===== config.mk =====
export PLATFORM = sky130hd
export DESIGN_NAME = header_tail_frame_receiver_flat
export DESIGN_NICKNAME = d
export VERILOG_FILES = /design/src/design/htfr_pkg.sv /design/src/design/htfr_if.sv /design/src/design/htfr_parser.sv /design/src/design/header_tail_frame_receiver.sv /design/src/flat_wrapper.sv
export SDC_FILE = /design/constraint.sdc
export NUM_CORES = 1
export LEC_CHECK = 0
export ABC_AREA = 1
export BUFFER_PORTS_ARGS = -buffer_cell sky130_fd_sc_hd__buf_2
export CAP_MARGIN = 20
export CORE_ASPECT_RATIO = 0.8
export CORE_MARGIN = 2
export CORE_UTILIZATION = 55
export CTS_BUF_LIST = sky130_fd_sc_hd__clkbuf_8
export CTS_CLUSTER_DIAMETER = 40
export DETAILED_ROUTE_END_ITERATION = 7
export PLACE_DENSITY = 0.87
export SLEW_MARGIN = 15
export SYNTH_ARGS = -nofsm -noshare
export SYNTH_HDL_FRONTEND = slang
export SYNTH_SLANG_ARGS = --single-unit

===== constraint.sdc =====
create_clock -name clk -period 4 [get_ports clk]
set_clock_uncertainty 0.2 [all_clocks]
set_input_delay 0.4 -clock clk [delete_from_list [all_inputs] [get_ports clk]]
set_output_delay 0.4 -clock clk [all_outputs]
set_load 0.02 [all_outputs]

===== src/design/htfr_pkg.sv =====
// Shared constants and types for the header/tail frame receiver.
package htfr_pkg;

  localparam int FRAME_LENGTH = 11;

  localparam logic [7:0] HDR_FIRST      = 8'h55;
  localparam logic [7:0] HDR_SECOND     = 8'hAA;
  localparam logic [7:0] TAIL_MARK      = 8'h6B;
  localparam logic [7:0] WARN_INFRARED  = 8'hAA;
  localparam logic [7:0] WARN_TILT      = 8'hBB;
  localparam logic [7:0] POWER_AT_RESET = 8'd100;

  // Byte positions inside a frame.
  localparam int WARN_IDX      = 3;
  localparam int POWER_IDX     = 5;
  localparam int PAYLOAD_FIRST = 2;
  localparam int PAYLOAD_LAST  = 9;
  localparam int PAYLOAD_W     = (PAYLOAD_LAST - PAYLOAD_FIRST + 1) * 8;

  typedef struct packed {
    logic                 frame_accepted;
    logic                 has_valid_frame;
    logic [7:0]           warning_code;
    logic                 infrared_warning;
    logic                 tilt_warning;
    logic [7:0]           power_percent;
    logic [PAYLOAD_W-1:0] latest_payload;
  } result_t;

endpackage


===== src/design/htfr_if.sv =====
// Valid/ready channel interfaces for received bytes and status results.
interface htfr_in_if;
  logic       valid;
  logic       ready;
  logic [7:0] rx_byte;

  modport source (output valid, output rx_byte, input ready);
  modport sink   (input valid, input rx_byte, output ready);
endinterface

interface htfr_out_if;
  logic                           valid;
  logic                           ready;
  logic                           frame_accepted;
  logic                           has_valid_frame;
  logic [7:0]                     warning_code;
  logic                           infrared_warning;
  logic                           tilt_warning;
  logic [7:0]                     power_percent;
  logic [htfr_pkg::PAYLOAD_W-1:0] latest_payload;

  modport source (output valid, output frame_accepted, output has_valid_frame,
                  output warning_code, output infrared_warning, output tilt_warning,
                  output power_percent, output latest_payload, input ready);
  modport sink   (input valid, input frame_accepted, input has_valid_frame,
                  input warning_code, input infrared_warning, input tilt_warning,
                  input power_percent, input latest_payload, output ready);
endinterface


===== src/design/htfr_parser.sv =====
// Header sync, frame collection, tail check and latched frame state.
module htfr_parser #(
  parameter int FRAME_LENGTH = htfr_pkg::FRAME_LENGTH
) (
  input  logic              clk,
  input  logic              rst_n,
  input  logic              step,
  input  logic [7:0]        rx_byte,
  output htfr_pkg::result_t result
);

  localparam int POS_W = $clog2(FRAME_LENGTH);
  localparam logic [POS_W-1:0] POS_IDLE = POS_W'(0);
  localparam logic [POS_W-1:0] POS_HDR2 = POS_W'(1);
  localparam logic [POS_W-1:0] POS_BODY = POS_W'(2);
  localparam logic [POS_W-1:0] POS_TAIL = POS_W'(FRAME_LENGTH - 1);

  logic [POS_W-1:0] pos_r, pos_nxt;
  logic             accept;

  logic [7:0] rx_bytes_r [htfr_pkg::PAYLOAD_FIRST:FRAME_LENGTH-2];
  logic [7:0] latest_r   [htfr_pkg::PAYLOAD_FIRST:htfr_pkg::PAYLOAD_LAST];
  logic [7:0] latest_nxt [htfr_pkg::PAYLOAD_FIRST:htfr_pkg::PAYLOAD_LAST];
  logic [7:0] power_r, power_nxt;
  logic [7:0] warning_r, warning_nxt;
  logic       valid_seen_r, valid_seen_nxt;

  always_comb begin
    pos_nxt = pos_r;
    accept  = 1'b0;
    if (pos_r == POS_IDLE) begin
      pos_nxt = (rx_byte == htfr_pkg::HDR_FIRST) ? POS_HDR2 : POS_IDLE;
    end else if (pos_r == POS_HDR2) begin
      // a repeated first header byte restarts the header
      if (rx_byte == htfr_pkg::HDR_SECOND) begin
        pos_nxt = POS_BODY;
      end else if (rx_byte == htfr_pkg::HDR_FIRST) begin
        pos_nxt = POS_HDR2;
      end else begin
        pos_nxt = POS_IDLE;
      end
    end else if (pos_r == POS_TAIL) begin
      pos_nxt = POS_IDLE;
      accept  = (rx_byte == htfr_pkg::TAIL_MARK);
    end else begin
      pos_nxt = pos_r + POS_W'(1);
    end
  end

  always_ff @(posedge clk) begin
    if (!rst_n) begin
      pos_r <= POS_IDLE;
    end else if (step) begin
      pos_r <= pos_nxt;
    end
  end

  // Body bytes; the tail byte is checked on arrival and never held here.
  for (genvar i = htfr_pkg::PAYLOAD_FIRST; i <= FRAME_LENGTH - 2; i++) begin : g_rx
    always_ff @(posedge clk) begin
      if (step && pos_r == POS_W'(i)) begin
        rx_bytes_r[i] <= rx_byte;
      end
    end
  end

  for (genvar i = htfr_pkg::PAYLOAD_FIRST; i <= htfr_pkg::PAYLOAD_LAST; i++) begin : g_latest
    if (i < FRAME_LENGTH - 1) begin : g_body
      assign latest_nxt[i] = accept ? rx_bytes_r[i] : latest_r[i];
    end else if (i == FRAME_LENGTH - 1) begin : g_tail
      assign latest_nxt[i] = accept ? htfr_pkg::TAIL_MARK : latest_r[i];
    end else begin : g_beyond
      assign latest_nxt[i] = 8'd0;
    end

    always_ff @(posedge clk) begin
      if (!rst_n) begin
        latest_r[i] <= 8'd0;
      end else if (step) begin
        latest_r[i] <= latest_nxt[i];
      end
    end
  end

  assign power_nxt      = accept ? rx_bytes_r[htfr_pkg::POWER_IDX] : power_r;
  assign warning_nxt    = accept ? rx_bytes_r[htfr_pkg::WARN_IDX] : warning_r;
  assign valid_seen_nxt = valid_seen_r | accept;

  always_ff @(posedge clk) begin
    if (!rst_n) begin
      power_r      <= htfr_pkg::POWER_AT_RESET;
      warning_r    <= 8'd0;
      valid_seen_r <= 1'b0;
    end else if (step) begin
      power_r      <= power_nxt;
      warning_r    <= warning_nxt;
      valid_seen_r <= valid_seen_nxt;
    end
  end

  // Status shows the state after this byte.
  always_comb begin
    result.frame_accepted   = accept;
    result.has_valid_frame  = valid_seen_nxt;
    result.warning_code     = warning_nxt;
    result.infrared_warning = (warning_nxt == htfr_pkg::WARN_INFRARED);
    result.tilt_warning     = (warning_nxt == htfr_pkg::WARN_TILT);
    result.power_percent    = power_nxt;
    for (int i = htfr_pkg::PAYLOAD_FIRST; i <= htfr_pkg::PAYLOAD_LAST; i++) begin
      result.latest_payload[(i - htfr_pkg::PAYLOAD_FIRST) * 8 +: 8] = latest_nxt[i];
    end
  end

  a_pos_in_frame: assert property (@(posedge clk) disable iff (!rst_n)
    pos_r <= POS_TAIL)
    else $error("frame position past the tail slot");

  a_accept_at_tail: assert property (@(posedge clk) disable iff (!rst_n)
    accept |-> (pos_r == POS_TAIL && rx_byte == htfr_pkg::TAIL_MARK))
    else $error("frame accepted away from the tail slot");

  a_accept_restarts: assert property (@(posedge clk) disable iff (!rst_n)
    (step && accept) |=> (pos_r == POS_IDLE && valid_seen_r))
    else $error("accepted frame did not restart search and set valid mark");

  a_valid_sticky: assert property (@(posedge clk) disable iff (!rst_n)
    valid_seen_r |=> valid_seen_r)
    else $error("valid mark dropped without reset");

endmodule


===== src/design/header_tail_frame_receiver.sv =====
// Top level: byte input register, frame parser and registered status output.
//
//   channel  | dir | handshake          | payload
//   in_chan  | in  | valid/ready        | rx_byte[7:0]
//   out_chan | out | valid/ready        | status of the frame receiver, one per byte
//
// One byte enters per cycle unless a waiting result stalls the input; each byte's status
// passes the input register, the parser and then the result register before it is valid.
// Both stages stall together while a result waits; a byte is still taken when the
// input register is empty. Reset (rst_n low, synchronous) empties both stages and
// clears the position, the latched frame, the valid mark and sets power to 100.
module header_tail_frame_receiver #(
  parameter int FRAME_LENGTH = htfr_pkg::FRAME_LENGTH
) (
  input logic        clk,
  input logic        rst_n,
  htfr_in_if.sink    in_chan,
  htfr_out_if.source out_chan
);

  logic              s1_valid_r;
  logic [7:0]        s1_byte_r;
  logic              out_valid_r;
  htfr_pkg::result_t out_res_r;
  htfr_pkg::result_t result;
  logic              advance;
  logic              step;

  assign advance       = !out_valid_r || out_chan.ready;
  assign step          = advance && s1_valid_r;
  assign in_chan.ready = !s1_valid_r || advance;

  always_ff @(posedge clk) begin
    if (!rst_n) begin
      s1_valid_r  <= 1'b0;
      out_valid_r <= 1'b0;
    end else begin
      if (in_chan.ready) begin
        s1_valid_r <= in_chan.valid;
      end
      if (advance) begin
        out_valid_r <= s1_valid_r;
      end
    end
  end

  always_ff @(posedge clk) begin
    if (in_chan.ready && in_chan.valid) begin
      s1_byte_r <= in_chan.rx_byte;
    end
    if (step) begin
      out_res_r <= result;
    end
  end

  htfr_parser #(
    .FRAME_LENGTH(FRAME_LENGTH)
  ) u_parser (
    .clk    (clk),
    .rst_n  (rst_n),
    .step   (step),
    .rx_byte(s1_byte_r),
    .result (result)
  );

  assign out_chan.valid            = out_valid_r;
  assign out_chan.frame_accepted   = out_res_r.frame_accepted;
  assign out_chan.has_valid_frame  = out_res_r.has_valid_frame;
  assign out_chan.warning_code     = out_res_r.warning_code;
  assign out_chan.infrared_warning = out_res_r.infrared_warning;
  assign out_chan.tilt_warning     = out_res_r.tilt_warning;
  assign out_chan.power_percent    = out_res_r.power_percent;
  assign out_chan.latest_payload   = out_res_r.latest_payload;

endmodule

===== src/flat_wrapper.sv =====
// flat-port wrapper written by rule: the top's interface ports become plain ports
module header_tail_frame_receiver_flat 
#(
  parameter int FRAME_LENGTH = htfr_pkg::FRAME_LENGTH
)
  (clk, rst_n, in_chan_valid, in_chan_rx_byte, in_chan_ready, out_chan_valid, out_chan_frame_accepted, out_chan_has_valid_frame, out_chan_warning_code, out_chan_infrared_warning, out_chan_tilt_warning, out_chan_power_percent, out_chan_latest_payload, out_chan_ready);
  htfr_in_if in_chan_i ();
  htfr_out_if out_chan_i ();
  input logic clk;
  input logic rst_n;
  input wire logic [$bits(in_chan_i.valid)-1:0] in_chan_valid;
  input wire logic [$bits(in_chan_i.rx_byte)-1:0] in_chan_rx_byte;
  output wire logic [$bits(in_chan_i.ready)-1:0] in_chan_ready;
  output wire logic [$bits(out_chan_i.valid)-1:0] out_chan_valid;
  output wire logic [$bits(out_chan_i.frame_accepted)-1:0] out_chan_frame_accepted;
  output wire logic [$bits(out_chan_i.has_valid_frame)-1:0] out_chan_has_valid_frame;
  output wire logic [$bits(out_chan_i.warning_code)-1:0] out_chan_warning_code;
  output wire logic [$bits(out_chan_i.infrared_warning)-1:0] out_chan_infrared_warning;
  output wire logic [$bits(out_chan_i.tilt_warning)-1:0] out_chan_tilt_warning;
  output wire logic [$bits(out_chan_i.power_percent)-1:0] out_chan_power_percent;
  output wire logic [$bits(out_chan_i.latest_payload)-1:0] out_chan_latest_payload;
  input wire logic [$bits(out_chan_i.ready)-1:0] out_chan_ready;
  assign in_chan_i.valid = in_chan_valid;
  assign in_chan_i.rx_byte = in_chan_rx_byte;
  assign in_chan_ready = in_chan_i.ready;
  assign out_chan_valid = out_chan_i.valid;
  assign out_chan_frame_accepted = out_chan_i.frame_accepted;
  assign out_chan_has_valid_frame = out_chan_i.has_valid_frame;
  assign out_chan_warning_code = out_chan_i.warning_code;
  assign out_chan_infrared_warning = out_chan_i.infrared_warning;
  assign out_chan_tilt_warning = out_chan_i.tilt_warning;
  assign out_chan_power_percent = out_chan_i.power_percent;
  assign out_chan_latest_payload = out_chan_i.latest_payload;
  assign out_chan_i.ready = out_chan_ready;
  header_tail_frame_receiver #(.FRAME_LENGTH(FRAME_LENGTH)) u_core (.clk(clk), .rst_n(rst_n), .in_chan(in_chan_i), .out_chan(out_chan_i));
endmodule

==> metrics.yaml, run 1 <==
run_status:
  status: "complete, no violations"
worst_setup_path:
  cpMaxStageDelayCell: "inv_2"
  worstPathArrival_ns: 3.39
  start_kind: "flip-flop"
  cp_cell_sequence: "nor2_1 -> nand2_1 -> nor2_4 -> nand2_2 -> buf_4 -> inv_2 -> nand2_1 -> nand2_1 -> nand3_1 -> nand2_1"
  reg2reg_slack_ns: 0.88
  endpoint_kind: "flip-flop"
  path_class: "flip-flop to flip-flop"
  critPathRequiredTime_ns: 4.27
  rr_worst_depth: 10
  crit_top_cell: "nand2_1"
  worstReg2RegEnd: "u_core.u_parser.power_r[4]"
  regToRegStartpoint: "u_core.s1_byte_r[4]"
  crit_path_max_fanout: 58
  slowest_delay_ns: 0.75
worst_hold_path:
  hp-class: "input pin to flip-flop"
  hold_depth: 3
  min_from: "rst_n"
  hold_end: "u_core.u_parser.warning_r[0]"
synth:
  synthCells: 706
  seq_area_frac_synth: 0.776
  syn_area_um2: 9110
  yosys_warnings: 0
  avgSynthCellArea_um2: 12.9
  yosys_register_bits: 243
  ys_types: 27
  syn-num-nets: 722
place:
  post-place-ws_ns: 0.979
  place_inst: 1006
  place_congestion: 0.821
  placement.cell_area_um2: 9800
  detailedPlacementHpwl_mm: 10.9
  portBuffers: 97
finish:
  final_cell_area_um2: 10600
  utilization: 0.648
  final_cells: 1084
  n_antenna_cell: 0
  drive_above_1_share: 0.192
  nNetsFinal: 852
  area_growth_pct: 16.6
timing:
  drv_slew: 0
  max_slew_margin: 0.305
  rsz0062_at_grt: "false"
  hold_viol: 0
  timing.fmax_mhz: 321
  min_period_ns: 3.12
  tns_ns: 0
  worst_slack_ns: 0.882
  fin_crit_sh: 0.780
  worstMarginPinSlew_ns: 1.04
  finalSetupViolCount: 0
  hold_ws_ns: 0.106
grt:
  groute.layer.met2.usage: 0.327
  grtUsageMet3: 0.0460
  grtUsageMet1: 0.303
  grt_pass1_vias: 5681
  grt_pass1_wl_mm: 28.9
  antenna_found_initial: 0
  grtUsageTotal: 0.214
  grt_max_degree: 75
  grt-busiest-layer: "met2"
  grt-ovfl-total: 0
floorplan:
  core_um2: 16400
  std_cell_rows: 42
  die_area_um2: 17600
  start_util: 0.556
  ios: 98
  die_w_um: 148
  die_y_um: 119
routing:
  final_antenna_net_count: 0
  wire_per_inst_um: 16.7
  via_per_inst: 5.30
  route.vias.total: 5750
  drc: 0
  first_pass_iters: 5
  wirelength_mm: 18.1
  initialDrtViolationCount: 632
power:
  swShare: 0.219
  seqPwrFrac: 0.580
  power_switching_mw: 1.10
  fin_total_pwr_mw: 5.02
  comb_power_share: 0.047
  power_leakage_nw: 4.34
  peakVddDrop_mv: 0.232
  clkPwrFrac: 0.373
  power.internal_mw: 3.92
  p_per_area_nw_per_um2: 472
clock_tree:
  clk_pin_slew_worst_paths_ns: 0.06
  clock_path_buffers: 3
  cts_num_sinks: 243
  numCtsBuffers: 37
  cts_max_level: 2
  cts-resized-gates: 0
  root_buffer: "clkbuf_8"
  cts_tree: "done"
  clock_latency_ns: 0.54
job:
  cap_viol_max_count: 0
Yosys cell counts:
cell type  count  area (µm²)
a21oi_1       68         340
a21oi_2        1        8.76
buf_1          1        3.75
buf_2          7        35.0
buf_4          1        7.51
buf_6          4        45.0
clkbuf_1      12        45.0
clkinv_1       1        3.75
dfxtp_1       23         460
edfxtp_1     220        6610
ha_1           4        50.1
inv_1         26        97.6
inv_2          3        11.3
nand2_1      265         995
nand2_2        1        6.26
nand3_1       28         140
nand3_4        2        35.0
nand3b_1       1        7.51
nor2_1        16        60.1
nor2_4         1        11.3
nor2_8         1        20.0
nor3_1         9        45.0
o21ai_0        3        15.0
o21bai_1       4        30.0
o22ai_1        2        12.5
xnor2_1        1        8.76
xor2_1         1        8.76
routing by layer:
metal,routed length [µm],up-vias
li1,-,2706
met1,7770,2732
met2,8470,285
met3,1480,27
met4,340,0
met5,0,-
final cells by class:
type,count,area [µm²]
clock buffers,40,551
repair buffers,116,651
flip-flops and latches,243,7070
well taps,220,275
multi-input cells,408,1830
clock inverters,27,134
inverters,30,113
fillers,1187,5780
timing repair:
item,4_1_cts,5_1_grt
hold buffers,10,0
endpoints found under the setup margin,0,0
setup buffers,0,0
endpoints found under the hold margin,10,0
cell usage in the layout, fill, tap and decap left out:
master,synthesis,final
nand2_1,265,264
edfxtp_1,220,220
buf_2,7,97
a21oi_1,68,68
inv_1,26,43
clkbuf_8,0,40
nand3_1,28,28
dfxtp_1,23,23
nor2_1,16,16
dlygate4sd3_1,0,10
buf_4,1,8
clkinv_1,1,6
nor3_2,0,5
inv_2,3,4
nor3_1,9,4
o21bai_1,4,4
ha_1,4,4
o21ai_0,3,3
nand3_4,2,2
nand2_2,1,2
o22ai_1,2,2
clkinv_2,0,2
nor2_4,1,1
nor2_8,1,1
a21oi_4,0,1
xnor2_1,1,1
nand3b_1,1,1
xor2_1,1,1
clkinvlp_4,0,1
bufinv_16,0,1
clkbuf_2,0,1
sequential cells by signal, summed over array words and instances (netlist names), 4 cells and up:
register,flops
u_core.s1_byte_r,8
u_core.out_chan.warning_code,8
u_core.u_parser.latest_r,64
u_core.u_parser.power_r,8
u_core.u_parser.rx_bytes_r,64
u_core.out_chan.power_percent,8
u_core.u_parser.warning_r,8
u_core.out_chan.latest_payload,64
u_core.u_parser.pos_r,4
power by group through the flow:
stage	registers [mW]	clock network [mW]	logic [mW]
3_5_place_dp	2.96	0	0.228
3_3_place_gp	2.96	0	0.223
6_report	2.91	1.87	0.237
5_1_grt	2.92	2.03	0.260
2_1_floorplan	3.00	0	0.0974
4_1_cts	2.91	1.91	0.238
critical path, delay by kind of cell, from the launching register on:
kind | cells | cell delay (ns)
buffers and inverters | 2 | 1.02
DFF | 1 | 0.63
and+or+nand+nor | 8 | 1.14
cells by family after synthesis:
logic type               after synthesis  share of synthesized area
AND/OR/NAND/NOR                      324                      0.145
flip-flops                           243                      0.776
AO/OA/AOI/OAI                         78                     0.0446
buffers and inverters                 55                     0.0273
adder cells (fa/ha/maj)                4                    0.00549
XOR/XNOR                               2                    0.00192
how the worst max path moves through the flow:
stage / start / endpoint / slack [ns]
3_3_place_gp: u_core.s1_byte_r[2] / u_core.u_parser.latest_r[0][22] / 1.11
2_1_floorplan: out_chan_ready / u_core.out_chan.frame_accepted / 0.08
6_report: u_core.s1_byte_r[4] / u_core.u_parser.power_r[4] / 0.88
5_1_grt: u_core.s1_byte_r[7] / u_core.u_parser.power_r[4] / 0.62
3_5_place_dp: u_core.s1_byte_r[7] / u_core.u_parser.power_r[3] / 0.98
4_1_cts: u_core.s1_byte_r[6] / u_core.u_parser.power_r[4] / 0.93
(Power assumes the default switching activity.)
==> run 2: changes to the inputs <==
==> constraint.sdc (replaced) <==
create_clock -name clk -period 2.7 [get_ports clk]
set_clock_uncertainty 0.2 [all_clocks]
set_input_delay 0.27 -clock clk [delete_from_list [all_inputs] [get_ports clk]]
set_output_delay 0.27 -clock clk [all_outputs]
set_load 0.02 [all_outputs]
==> metrics.yaml, run 2 (synthesis results as in run 1) <==
run_status:
  status: "complete, no violations"
routing:
  route.vias.total: 5790
  first_pass_iters: 5
  via_per_inst: 5.27
  initialDrtViolationCount: 672
  wire_per_inst_um: 16.1
  drc: 0
  wirelength_mm: 17.7
  final_antenna_net_count: 0
worst_hold_path:
  hp-class: "flip-flop to flip-flop"
  hold_depth: 2
  hold_end: "u_core.u_parser.power_r[7]"
  min_from: "u_core.u_parser.power_r[7]"
power:
  fin_total_pwr_mw: 7.33
  swShare: 0.221
  clkPwrFrac: 0.362
  seqPwrFrac: 0.585
  power_switching_mw: 1.62
  power_leakage_nw: 4.42
  peakVddDrop_mv: 0.405
  power.internal_mw: 5.71
  p_per_area_nw_per_um2: 683
  comb_power_share: 0.053
timing:
  min_period_ns: 2.26
  fin_crit_sh: 0.837
  timing.fmax_mhz: 443
  worstMarginPinSlew_ns: 0.553
  max_slew_margin: 0.630
  hold_viol: 0
  finalSetupViolCount: 0
  worst_slack_ns: 0.441
  rsz0062_at_grt: "false"
  tns_ns: 0
  hold_ws_ns: 0.253
  drv_slew: 0
worst_setup_path:
  endpoint_kind: "flip-flop"
  slowest_delay_ns: 0.56
  rr_worst_depth: 10
  crit_top_cell: "nand2_1"
  reg2reg_slack_ns: 0.44
  regToRegStartpoint: "u_core.s1_byte_r[4]"
  start_kind: "flip-flop"
  cp_cell_sequence: "inv_1 -> nand2_1 -> nor2_1 -> nand3_4 -> nand2_1 -> nand2_1 -> nand2_1 -> inv_1 -> nand2_1 -> nor2_1"
  path_class: "flip-flop to flip-flop"
  worstReg2RegEnd: "u_core.out_chan.tilt_warning"
  crit_path_max_fanout: 33
  critPathRequiredTime_ns: 2.77
  cpMaxStageDelayCell: "edfxtp_1"
  worstPathArrival_ns: 2.33
finish:
  layout_common_cells: "264 x nand2_1, 220 x edfxtp_1, 97 x buf_2"
  final_common_cell: "nand2_1"
  area_growth_pct: 17.9
  utilization: 0.655
  nNetsFinal: 871
  nFillCells: 1163
  final_cell_area_um2: 10700
  n_antenna_cell: 0
  final_cells: 1098
  drive_above_1_share: 0.200
place:
  place_congestion: 0.831
  placement.cell_area_um2: 9980
  portBuffers: 97
  post-place-ws_ns: 0.505
  place_inst: 1024
  detailedPlacementHpwl_mm: 11.1
grt:
  grt_pass1_vias: 5597
  grt_max_degree: 76
  grt-ovfl-total: 0
  grt_pass1_wl_mm: 28.3
  antenna_found_initial: 0
  grtUsageTotal: 0.207
floorplan:
  std_cell_rows: 42
  start_util: 0.556
  ios: 98
  die_y_um: 119
  die_area_um2: 17600
  core_um2: 16400
  die_w_um: 148
clock_tree:
  cts_tree: "done"
  clock_latency_ns: 0.51
  cts_num_sinks: 243
  clk_pin_slew_worst_paths_ns: 0.06
  cts_max_level: 2
  root_buffer: "clkbuf_8"
  clock_path_buffers: 3
  numCtsBuffers: 37
job:
  cap_viol_max_count: 0
## run 2: worst max-delay path: cells and delay by family, from the launching register on
family / cells / cell delay (ns)
AND/OR/NAND/NOR: 8 / 1.05
buffers and inverters: 2 / 0.20
flip-flops: 1 / 0.56
## run 2: power groups by stage
stage               sequential [mW]  clock (mW)  combinational, mW
finish                         4.29        2.65              0.386
detailed placement             4.37           0              0.372
global route                   4.30        2.87              0.424
global placement               4.37           0              0.364
CTS                            4.29        2.70              0.387
floorplan                      4.44           0              0.145
## run 2: cell type report
| class | count | area, µm² | area share |
|---|---|---|---|
| well taps | 220 | 275 | 0.0256 |
| inverters | 30 | 114 | 0.0106 |
| flip-flops and latches | 243 | 7070 | 0.658 |
| clock buffers | 40 | 551 | 0.0513 |
| clock inverters | 22 | 91.3 | 0.00850 |
| multi-input cells | 408 | 1800 | 0.168 |
| repair buffers | 135 | 838 | 0.0781 |
## run 2: how the worst max path moves through the flow
stage / start / endpoint / slack (ns) / cells after the start
floorplan: u_core.out_chan.valid / u_core.out_chan.frame_accepted / 0.15 / 2
global placement: u_core.s1_byte_r[4] / u_core.out_chan.tilt_warning / 0.60 / 10
detailed placement: u_core.s1_byte_r[2] / u_core.u_parser.latest_r[0][46] / 0.50 / 8
CTS: u_core.s1_byte_r[2] / u_core.u_parser.latest_r[0][46] / 0.46 / 8
global route: u_core.s1_byte_r[2] / u_core.out_chan.tilt_warning / 0.24 / 9
finish: u_core.s1_byte_r[4] / u_core.out_chan.tilt_warning / 0.44 / 10
## run 2: layer usage
metal | vias up | share of wire | global-route usage
met2 | 274 | 0.47 | 0.316
met5 | - | 0 | 0
met4 | 0 | 0.021 | 0.0792
met1 | 2743 | 0.42 | 0.295
li1 | 2735 | - | -
met3 | 38 | 0.086 | 0.0448
## run 2: what timing repair did
item                                   in CTS  in global routing
buffers inserted                            0                  0
resized for setup                           0                  0
endpoints found under the hold margin      20                  0
hold buffers                               12                  0
